**src/rtl/sgt_pkg.sv**
```systemverilog
// shared types and constants for the stack graph traversal core
package sgt_pkg;

   // default sizing of the graph store
   localparam int MAX_VERTICES_DEF = 64;
   localparam int MAX_DEGREE_DEF   = 16;

   // fixed field widths
   localparam int VERTEX_W  = 6;
   localparam int COUNT_W   = 7;
   localparam int OPCODE_W  = 2;
   localparam int STATUS_W  = 2;
   localparam int CSR_IDX_W = 1;

   // vertex_count after reset
   localparam logic [COUNT_W-1:0] VERTEX_COUNT_RESET = COUNT_W'(64);

   // configuration register indexes
   typedef enum logic [CSR_IDX_W-1:0] {
      CSR_VERTEX_COUNT = 1'd0,
      CSR_START_VERTEX = 1'd1
   } csr_index_type;

   // request opcodes
   typedef enum logic [OPCODE_W-1:0] {
      OP_CLEAR    = 2'd0,
      OP_ADD_EDGE = 2'd1,
      OP_TRAVERSE = 2'd2
   } opcode_type;

   // response status codes
   typedef enum logic [STATUS_W-1:0] {
      ST_STORED  = 2'd0,
      ST_DROPPED = 2'd1,
      ST_VISIT   = 2'd2,
      ST_CLEARED = 2'd3
   } status_type;

   // command kinds after classification in the front end
   typedef enum logic [2:0] {
      CMD_CLEAR,
      CMD_EDGE,
      CMD_EDGE_BAD,
      CMD_WALK,
      CMD_WALK_BAD
   } cmd_kind_type;

   // queued command; a walk carries its start vertex in from_vertex
   typedef struct packed {
      cmd_kind_type          kind;
      logic [VERTEX_W-1:0]   from_vertex;
      logic [VERTEX_W-1:0]   to_vertex;
   } cmd_type;

endpackage

```
**src/rtl/sgt_front.sv**
```systemverilog
// request front end: accept, range classification and command queue
module sgt_front (
   input  logic                          clock,
   input  logic                          reset,
   input  logic                          start,
   output logic                          busy,
   input  logic [sgt_pkg::OPCODE_W-1:0]  req_opcode,
   input  logic [sgt_pkg::VERTEX_W-1:0]  req_from_vertex,
   input  logic [sgt_pkg::VERTEX_W-1:0]  req_to_vertex,
   input  logic [sgt_pkg::COUNT_W-1:0]   active_count,
   input  logic [sgt_pkg::VERTEX_W-1:0]  start_vertex,
   output logic                          q_valid,
   output sgt_pkg::cmd_type              q_cmd,
   input  logic                          q_pop
);

   localparam int QDEPTH = 2;
   localparam int QPW    = $clog2(QDEPTH);

   sgt_pkg::cmd_type  queue_ff [QDEPTH];
   logic [QPW-1:0]    wr_ptr_ff, wr_ptr_in;
   logic [QPW-1:0]    rd_ptr_ff, rd_ptr_in;
   logic [QPW:0]      fill_ff, fill_in;

   sgt_pkg::cmd_type  new_cmd;
   logic              new_ok;
   logic              accept;
   logic              push;

   // classify the incoming request against the active vertex range
   always_comb begin
      new_cmd.from_vertex = req_from_vertex;
      new_cmd.to_vertex   = req_to_vertex;
      new_cmd.kind        = sgt_pkg::CMD_CLEAR;
      new_ok              = 1'b1;
      unique case (req_opcode)
         sgt_pkg::OP_CLEAR: begin
            new_cmd.kind = sgt_pkg::CMD_CLEAR;
         end
         sgt_pkg::OP_ADD_EDGE: begin
            if ((sgt_pkg::COUNT_W'(req_from_vertex) < active_count) &&
                (sgt_pkg::COUNT_W'(req_to_vertex) < active_count)) begin
               new_cmd.kind = sgt_pkg::CMD_EDGE;
            end else begin
               new_cmd.kind = sgt_pkg::CMD_EDGE_BAD;
            end
         end
         sgt_pkg::OP_TRAVERSE: begin
            new_cmd.from_vertex = start_vertex;
            if (sgt_pkg::COUNT_W'(start_vertex) < active_count) begin
               new_cmd.kind = sgt_pkg::CMD_WALK;
            end else begin
               new_cmd.kind = sgt_pkg::CMD_WALK_BAD;
            end
         end
         default: begin
            // unused opcode is swallowed
            new_ok = 1'b0;
         end
      endcase
   end

   // handshake and queue occupancy
   assign busy    = (fill_ff == (QPW+1)'(QDEPTH));
   assign accept  = start && !busy;
   assign push    = accept && new_ok;
   assign q_valid = (fill_ff != '0);
   assign q_cmd   = queue_ff[rd_ptr_ff];

   always_comb begin
      wr_ptr_in = push  ? wr_ptr_ff + 1'b1 : wr_ptr_ff;
      rd_ptr_in = q_pop ? rd_ptr_ff + 1'b1 : rd_ptr_ff;
      fill_in   = fill_ff + (QPW+1)'(push) - (QPW+1)'(q_pop);
   end

   // queue pointers
   always_ff @(posedge clock) begin
      if (reset) begin
         wr_ptr_ff <= '0;
         rd_ptr_ff <= '0;
         fill_ff   <= '0;
      end else begin
         wr_ptr_ff <= wr_ptr_in;
         rd_ptr_ff <= rd_ptr_in;
         fill_ff   <= fill_in;
      end
   end

   // queue entries
   always_ff @(posedge clock) begin
      if (push) begin
         queue_ff[wr_ptr_ff] <= new_cmd;
      end
   end

endmodule

```
**config.mk**
```make
export PLATFORM = sky130hd
export DESIGN_NAME = sgt_front
export DESIGN_NICKNAME = d
export VERILOG_FILES = /design/src/rtl/sgt_pkg.sv /design/src/rtl/sgt_front.sv
export SDC_FILE = /design/constraint.sdc
export NUM_CORES = 1
export LEC_CHECK = 0
export ABC_AREA = 1
export BUFFER_PORTS_ARGS = -buffer_cell sky130_fd_sc_hd__clkbuf_2
export CORE_ASPECT_RATIO = 1.5
export CORE_MARGIN = 2
export CORE_UTILIZATION = 40
export CTS_CLUSTER_SIZE = 30
export DETAILED_ROUTE_END_ITERATION = 7
export GPL_TIMING_DRIVEN = 0
export PLACE_DENSITY = 0.65
export SYNTH_ARGS = -nofsm -noshare
export SYNTH_HDL_FRONTEND = slang
export SYNTH_SLANG_ARGS = --single-unit
```
**constraint.sdc**
```tcl
create_clock -name clock -period 4.9 [get_ports clock]
set_input_delay 0.735 -clock clock [delete_from_list [all_inputs] [get_ports clock]]
set_output_delay 0.735 -clock clock [all_outputs]
set_load 0.05 [all_outputs]
```
==> impl_metrics.yaml, run 1 <==
synthesis:
  ys_seq_area_frac: 0.517
  synthArstFlopShare: 0
  synthTopCellsByArea: "edfxtp_1 (47%), ha_1 (13%), mux2_4 (7.8%)"
  synth.top_cell.area_share: 0.465
  synth_area_um2: 1940
  synth_commonest_cells: "edfxtp_1 (30), nand2_1 (28), ha_1 (20)"
  synth.most_common_cell: "edfxtp_1"
  synth-xor-area-share: 0.00905
  syn_avg_cell_area_um2: 12.0
  synth_top_family_by_area: "multiplexers"
  synth_compound_gate_area_share: 0.0278
  synth-simple-area-share: 0.128
  synthFlopType: "edfxtp_1"
  synthAdderAreaFrac: 0.129
  synth_cell_types: 28
  ys_warn_count: 0
  ys_seq_elements: 35
  syn_inst: 161
  muxShareOfSynthArea: 0.136
  synth_largest_area_cell: "edfxtp_1"
  synth_enable_flop_cells: 30
  synth_nets: 212
power_and_ir_drop:
  p_per_area_nw_per_um2: 355
  switching_share: 0.310
  p_leak_nw: 1.11
  p_total_uw: 840
  clock_power_share: 0.303
  ir_worst_vdd_mv: 0.226
  internal-power_uw: 580
  p_sw_uw: 260
  p_seq_frac: 0.429
  p_comb_frac: 0.268
global_routing:
  grt_max_degree: 17
  gr-total-overflow: 0
  grt_pass1_vias: 1247
  grt_use_total: 0.142
  antenna_found_initial: 0
  grt_pass1_wl_mm: 5.47
run_status:
  status: "complete, no violations"
timing:
  finalClockSkew_ps: 7.88
  fin_crit_sh: 0.465
  maxSlewViolCount: 0
  layout_min_cycle_time_ps: 2280
  fmax_mhz: 439
  final-hold-violation-count: 0
  worst_pin_slew_ps: 903
  rsz0062_at_grt: "no"
  maxSlewHeadroom: 0.397
  tns_ps: 0
  finalSetupViolCount: 0
floorplanning:
  core_um2: 4730
  initial_core_util: 0.409
  dieArea_um2: 5420
  die_w_um: 60.8
  die_h_um: 89.2
  io_pins: 48
  fp-row-count: 31
placement:
  port_buffers: 47
  dp_hpwl_mm: 2.71
  place_congestion: 0.761
clocking:
  numCtsBuffers: 5
  hold_buffers: 0
  postCtsSetupRepairBufs: 0
  cts_buffer_depth: 2
  clk_latency_ps: 290
  cts_tree: "yes"
  cts_sinks: 35
  cts_htree_levels: 2
  cts_resized: 0
  root_buffer: "clkbuf_8"
  cts.reportedPaths.clkPinSlew_ps: 70
job:
  maxCapViolCount: 0
critical_path:
  cp_data_required_time_ps: 4160
  endpoint_kind: "output port"
  worstPathArrival_ps: 1540
  cp-start-kind: "register"
  cp_max_fo: 10
  crit_type: "reg -> out"
finish:
  nets: 266
  layout-drive-gt1-share: 0.407
  area.sequential_um2: 1000
  n_fill_cell: 486
  multiInputGateArea_um2: 837
  area_delta_synth_final_pct: 22.2
  antennaDiodeCount: 0
detailed_routing:
  drt-initial-drc-count: 22
  via_count: 1282
  postRouteAntennaNets: 0
  wire_per_inst_um: 12.3
  wl_mm: 3.46
  first_pass_iters: 4
  viasPerCell: 4.55
  drcViolationCount: 0
min_path:
  hold_class: "reg -> reg"
## per-layer routing
layer	routed length (um)	share of wire	up-vias	track usage
li1	-	-	660	-
met1	1230	0.35	593	0.134
met2	2030	0.59	23	0.269
met3	139	0.040	6	0.0376
met4	68	0.020	0	0.0751
met5	0	0	-	0
## critical path: stages (launching register included)
cell and delay, ps:
dfxtp_1 300, buf_2 200, buf_6 200, mux2_4 310, clkbuf_2 230
## logic make-up (layout without fill, tap and decap cells)
| group | Yosys count | count (layout) |
|---|---|---|
| AO/OA/AOI/OAI | 9 | 9 |
| XOR/XNOR | 2 | 2 |
| adder cells (fa/ha/maj) | 20 | 20 |
| buffers and inverters | 24 | 79 |
| flip-flops | 35 | 35 |
| multiplexers | 20 | 20 |
| AND/OR/NAND/NOR | 51 | 51 |
## power by group through the flow
stage	Combinational, mW	Clock [mW]	Sequential, mW
after floorplan	0.175	0	0.365
after global placement	0.225	0	0.367
after detailed placement	0.228	0	0.368
after CTS	0.229	0.254	0.361
after global routing	0.247	0.266	0.363
final	0.225	0.254	0.361
## cell usage in the layout (no fill, tap or decap)
cell and instances:
clkbuf_2 47, dfxtp_1 5, mux2_2 10, nand4_1 1
nand3b_4 1, mux2_4 10, nand3_1 3, ha_1 20
nor2_1 8, nand2_1 28, nor3b_2 1, nor3b_1 1
o21ai_0 1, nor2_2 3, or2_2 1, and3_1 1
buf_2 1, inv_1 19, inv_2 2, buf_4 1
clkbuf_8 5, nand3_2 2, a21oi_1 5, clkinv_2 1
bufinv_16 1, edfxtp_1 30, a21oi_2 1, nor3_1 1
clkinv_1 1, o21bai_1 1, a21boi_0 1, buf_6 1
xnor2_1 2
## stage by stage
stage	area, um2	std cells	setup slack (ps)	hold slack [ps]	utilization
final	2370	282	2620	516	0.500
after global routing	2370	282	2550	547	0.500
after CTS	2360	282	2460	524	0.499
after detailed placement	2260	274	2160	507	0.477
after global placement	2250	274	2090	493	0.476
after floorplan	1940	161	2720	480	-
## layout make-up
cell class                 count  area share
clock inverter                 3      0.0164
inverter                      21      0.0333
clock buffer                   5      0.0291
multi-input combinational    102       0.354
timing repair buffer          47      0.0994
tap                           66      0.0349
buffer                         3      0.0100
sequential                    35       0.423
## final timing paths
check	startpoint	endpoint	slack [ps]	cells past startpoint
hold reg to reg	rd_ptr_ff	register	520	2
setup / recovery	register	q_cmd[8]	2620	4
setup reg to reg	fill_ff[1]	queue_ff[1][12]	3210	5
hold / removal	rd_ptr_ff	register	520	2
## flip-flops by register name (all words and copies together), names as in the netlist, named ones only
| register | count |
|---|---|
| rd_ptr_ff | 1 |
| fill_ff | 2 |
| queue_ff | 30 |
| wr_ptr_ff | 1 |
No activity file was read; power rests on OpenSTA's default activity.
==> inputs of run 2 (changes only) <==
- PLACE_DENSITY: 0.65 -> 0.67
- clock period: 4.9 -> 1.9 ns (I/O delays scaled with it)
==> run 2 against run 1 <==
  * Hold slack got worse by 300 ps
  * Clock-buffer cell count did not move
  * Final cell count did not move
  * Die area did not move
  * Largest power group unchanged
  * Highest routed layer unchanged
==> impl_metrics.yaml, run 2 (synthesis gave the netlist of run 1 again) <==
run_status:
  status: "complete, no violations"
timing:
  finalClockSkew_ps: 5.88
  fmax_mhz: 554
  finalSetupViolCount: 0
  final-hold-violation-count: 0
  maxSlewViolCount: 0
  fin_crit_sh: 0.951
  rsz0062_at_grt: "no"
  worst_pin_slew_ps: 829
  layout_min_cycle_time_ps: 1810
  maxSlewHeadroom: 0.447
floorplanning:
  fp-row-count: 31
  initial_core_util: 0.409
  io_pins: 48
  die_h_um: 89.2
  dieArea_um2: 5420
  die_w_um: 60.8
  core_um2: 4730
finish:
  layout-drive-gt1-share: 0.407
  n_fill_cell: 462
  antennaDiodeCount: 0
  layout_common_cells: "clkbuf_2 (47), edfxtp_1 (30), nand2_1 (28), ha_1 (20), inv_1 (19)"
  reg_top3: "queue_ff x30, fill_ff x2"
  multiInputGateArea_um2: 837
  final-instance-count-excl-fill: 282
  largest_reg_flops: 30
  area.sequential_um2: 1000
  area_delta_synth_final_pct: 22.2
  top_register: "queue_ff"
  nets: 266
  final_common_cell: "clkbuf_2"
clocking:
  root_buffer: "clkbuf_8"
  numCtsBuffers: 5
  postCtsSetupRepairBufs: 0
  cts_resized: 2
  cts_sinks: 35
  cts_tree: "yes"
  cts_htree_levels: 2
  hold_buffers: 0
  cts_buffer_depth: 2
  cts.reportedPaths.clkPinSlew_ps: 70
  clk_latency_ps: 270
global_routing:
  grt_pass1_vias: 1206
  grt_max_degree: 17
  gr-total-overflow: 0
  grt_use_total: 0.133
  grt_pass1_wl_mm: 5.24
  antenna_found_initial: 0
power_and_ir_drop:
  p_leak_nw: 1.11
  p_total_mw: 2.14
  ir_worst_vdd_mv: 0.351
  p_per_area_nw_per_um2: 903
placement:
  port_buffers: 47
  dp_cells: 274
  dp_hpwl_mm: 2.73
  place_congestion: 0.735
detailed_routing:
  drcViolationCount: 0
  wl_mm: 3.29
  viasPerCell: 4.47
  wire_per_inst_um: 11.7
  drt-initial-drc-count: 39
  first_pass_iters: 4
  postRouteAntennaNets: 0
  via_count: 1260
job:
  maxCapViolCount: 0
critical_path:
  cp_max_fo: 10
  worstPathArrival_ps: 1520
  cp_data_required_time_ps: 1620
  endpoint_kind: "output port"
  cp-start-kind: "register"
  crit_type: "reg -> out"
min_path:
  hold_class: "in -> reg"
[run 2: metal layers]
layer  track usage  wire length [um]
met3        0.0145                88
met1         0.146              1290
met4        0.0711                63
met2         0.242              1850
met5             0                 0
[run 2: area by class of cell]
class | instances | area share
tap | 66 | 0.0349
clock inverter | 3 | 0.0164
multi-input combinational | 102 | 0.354
buffer | 3 | 0.0100
timing repair buffer | 47 | 0.0994
inverter | 21 | 0.0333
clock buffer | 5 | 0.0291
sequential | 35 | 0.423
[run 2: path summary, 6_finish.rpt]
path	from	to	slack, ps	cells past startpoint
hold / removal	req_to_vertex[1]	queue_ff[1][1]	220	1
hold reg to reg	rd_ptr_ff	register	520	2
setup reg to reg	fill_ff[1]	queue_ff[1][3]	270	5
setup / recovery	register	q_cmd[10]	90	4
[run 2: critical path, cell delays in order, from the launching register on]
cell and delay (ps):
dfxtp_1 310, buf_2 190, buf_6 200, mux2_4 310, clkbuf_2 230
[run 2: where the power goes]
| part | internal (mW) | leakage (nW) | total (mW) | switching [mW] |
|---|---|---|---|---|
| clock | 0.384 | 0.0556 | 0.630 | 0.246 |
| combinational | 0.200 | 0.735 | 0.577 | 0.377 |
| sequential | 0.911 | 0.321 | 0.931 | 0.0198 |
| total | 1.49 | 1.11 | 2.14 | 0.643 |
[run 2: per-stage QoR]
step	hold WS [ps]	utilization	setup TNS, ps	setup slack [ps]	area, um2
final	220	0.500	0	94.0	2370
after global placement	496	0.476	-9060	-324	2250
after detailed placement	500	0.476	-8700	-319	2250
after CTS	214	0.500	0	64.7	2370
after global routing	211	0.500	0	3.25	2370
after floorplan	355	-	0	69.6	1940
==> inputs of run 3 (changes only) <==
- CORE_ASPECT_RATIO: 1.5 -> not set
- CORE_MARGIN: 2 -> not set
- CTS_CLUSTER_DIAMETER: not set -> 50
==> run 3 against run 2 <==
  * Sequential power barely moved
  * Largest power group unchanged
  * Utilization rose by 1.8 points
  * Highest routed layer unchanged
  * Critical endpoint is now q_cmd[9]
  * Critical path type unchanged
  * Hold slack got worse by 4.1 ps
==> impl_metrics.yaml, run 3 (synthesis gave the netlist of run 1 again) <==
critical_path:
  cp_max_fo: 10
  critical_path.max_stage_delay_ps: 310
  path_buf_inv: 3
  crit_family: "buffers and inverters"
  cp-start-kind: "register"
  endpoint_kind: "output port"
  path_cells: "buf_2 -> buf_6 -> mux2_4 -> clkbuf_2"
  cp_data_required_time_ps: 1620
  cp_slowest_cell: "mux2_4"
  crit_type: "reg -> out"
  worstPathArrival_ps: 1540
placement:
  place_congestion: 0.809
  dpl_worst_slack_ps: -360
  port_buffers: 47
  dp_hpwl_mm: 2.61
timing:
  maxSlewHeadroom: 0.407
  rsz0062_at_grt: "no"
  layout_min_cycle_time_ps: 1830
  tns_ps: 0
  fin_crit_sh: 0.961
  fmax_mhz: 548
  finalSetupViolCount: 0
  hold-worst-slack_ps: 216
  finalClockSkew_ps: 6.16
  setup_ws_ps: 73.8
  worst_pin_slew_ps: 888
  final-hold-violation-count: 0
  maxSlewViolCount: 0
power_and_ir_drop:
  p_comb_frac: 0.283
  ir_worst_vdd_mv: 0.285
  p_per_area_nw_per_um2: 882
  p_seq_frac: 0.452
  p_leak_nw: 1.10
  p_sw_uw: 653
  switching_share: 0.318
  clock_power_share: 0.265
  internal-power_mw: 1.40
floorplanning:
  dieArea_um2: 5120
  initial_core_util: 0.430
  die_h_um: 71.6
  fp-row-count: 24
  io_pins: 48
  core_um2: 4500
  die_w_um: 71.6
detailed_routing:
  first_pass_iters: 4
  wl_mm: 3.48
  via_count: 1268
  wire_per_inst_um: 13.0
  postRouteAntennaNets: 0
  viasPerCell: 4.73
  drt-initial-drc-count: 50
  drcViolationCount: 0
global_routing:
  antenna_found_initial: 0
  grt_pass1_wl_mm: 5.62
  grt_pass1_vias: 1199
  grt_use_total: 0.150
  grt_max_degree: 17
  gr-total-overflow: 0
finish:
  layout_common_cells: "clkbuf_2 (44), edfxtp_1 (30), nand2_1 (28), ha_1 (20), inv_1 (19)"
  largest_reg_flops: 30
  final_common_cell: "clkbuf_2"
  area_delta_synth_final_pct: 20.5
  antennaDiodeCount: 0
  top_register: "queue_ff"
  reg_top3: "queue_ff x30, fill_ff x2"
  nets: 266
  layout-drive-gt1-share: 0.407
clocking:
  cts_htree_levels: 2
  cts_sinks: 35
  clk_latency_ps: 280
  root_buffer: "clkbuf_8"
  cts_buffer_depth: 2
  cts_tree: "yes"
  numCtsBuffers: 5
  cts.reportedPaths.clkPinSlew_ps: 70
job:
  maxCapViolCount: 0
run_status:
  status: "complete, no violations"
min_path:
  hold_class: "in -> reg"
[run 3: cell types whose count changed in the layout (fill, tap and decap cells not counted), sizes merged]
| cell | before | now |
|---|---|---|
| buf | 3 | 6 |
| bufinv | 1 | 0 |
| clkbuf | 52 | 51 |
| clkinv | 2 | 1 |
[run 3: final cells by class]
cell class	instances	area, um2
well taps	52	65.1
repair buffers	47	235
clock buffers	7	86.3
inverters	21	78.8
flip-flops and latches	35	1000
clock inverters	1	5.00
fillers	410	2170
multi-input cells	102	837
plain buffers	3	23.8
[run 3: path summary, 6_finish.rpt]
kind,from,to,slack [ps],cells past startpoint
worst min-delay path,req_to_vertex[0],queue_ff[1][0],220,1
worst max register to register,fill_ff[1],queue_ff[0][12],220,5
worst min register to register,rd_ptr_ff,register,520,2
worst max-delay path,register,q_cmd[9],70,4
[run 3: power by group through the flow]
| stage | Sequential, mW | Clock [mW] | Combinational, mW |
|---|---|---|---|
| after floorplan | 0.942 | 0 | 0.452 |
| after global placement | 0.945 | 0 | 0.580 |
| after detailed placement | 0.947 | 0 | 0.586 |
| after CTS | 0.930 | 0.566 | 0.590 |
| after global routing | 0.935 | 0.603 | 0.635 |
| final | 0.929 | 0.544 | 0.583 |
[run 3: timing repair]
item / in CTS / in global routing
cloned: 0 / 0
hold buffers: 0 / 0
setup endpoints to repair: 15 / 3
setup buffers: 0 / 0
endpoints found under the hold margin: 0 / 0
gates resized for setup: 1 / 3
[run 3: layer usage]
metal,global-route usage,wire (um)
met1,0.181,1610
met5,0,0
met2,0.253,1710
met4,0.0654,49
met3,0.0394,115
[run 3: worst reg2reg max path, stage by stage (launching register included)]
cell and delay (ps):
dfxtp_1 310, inv_1 100, nor2_2 50, inv_2 60
nand3b_4 90, nor2_2 690
[run 3: through the flow]
step / util / instance area, um2 / power, mW / instances
floorplan: - / 1940 / 1.39 / 161
global placement: 0.496 / 2240 / 1.53 / 260
detailed placement: 0.497 / 2240 / 1.53 / 260
CTS: 0.518 / 2330 / 2.09 / 268
global route: 0.518 / 2330 / 2.17 / 268
finish: 0.518 / 2330 / 2.06 / 268
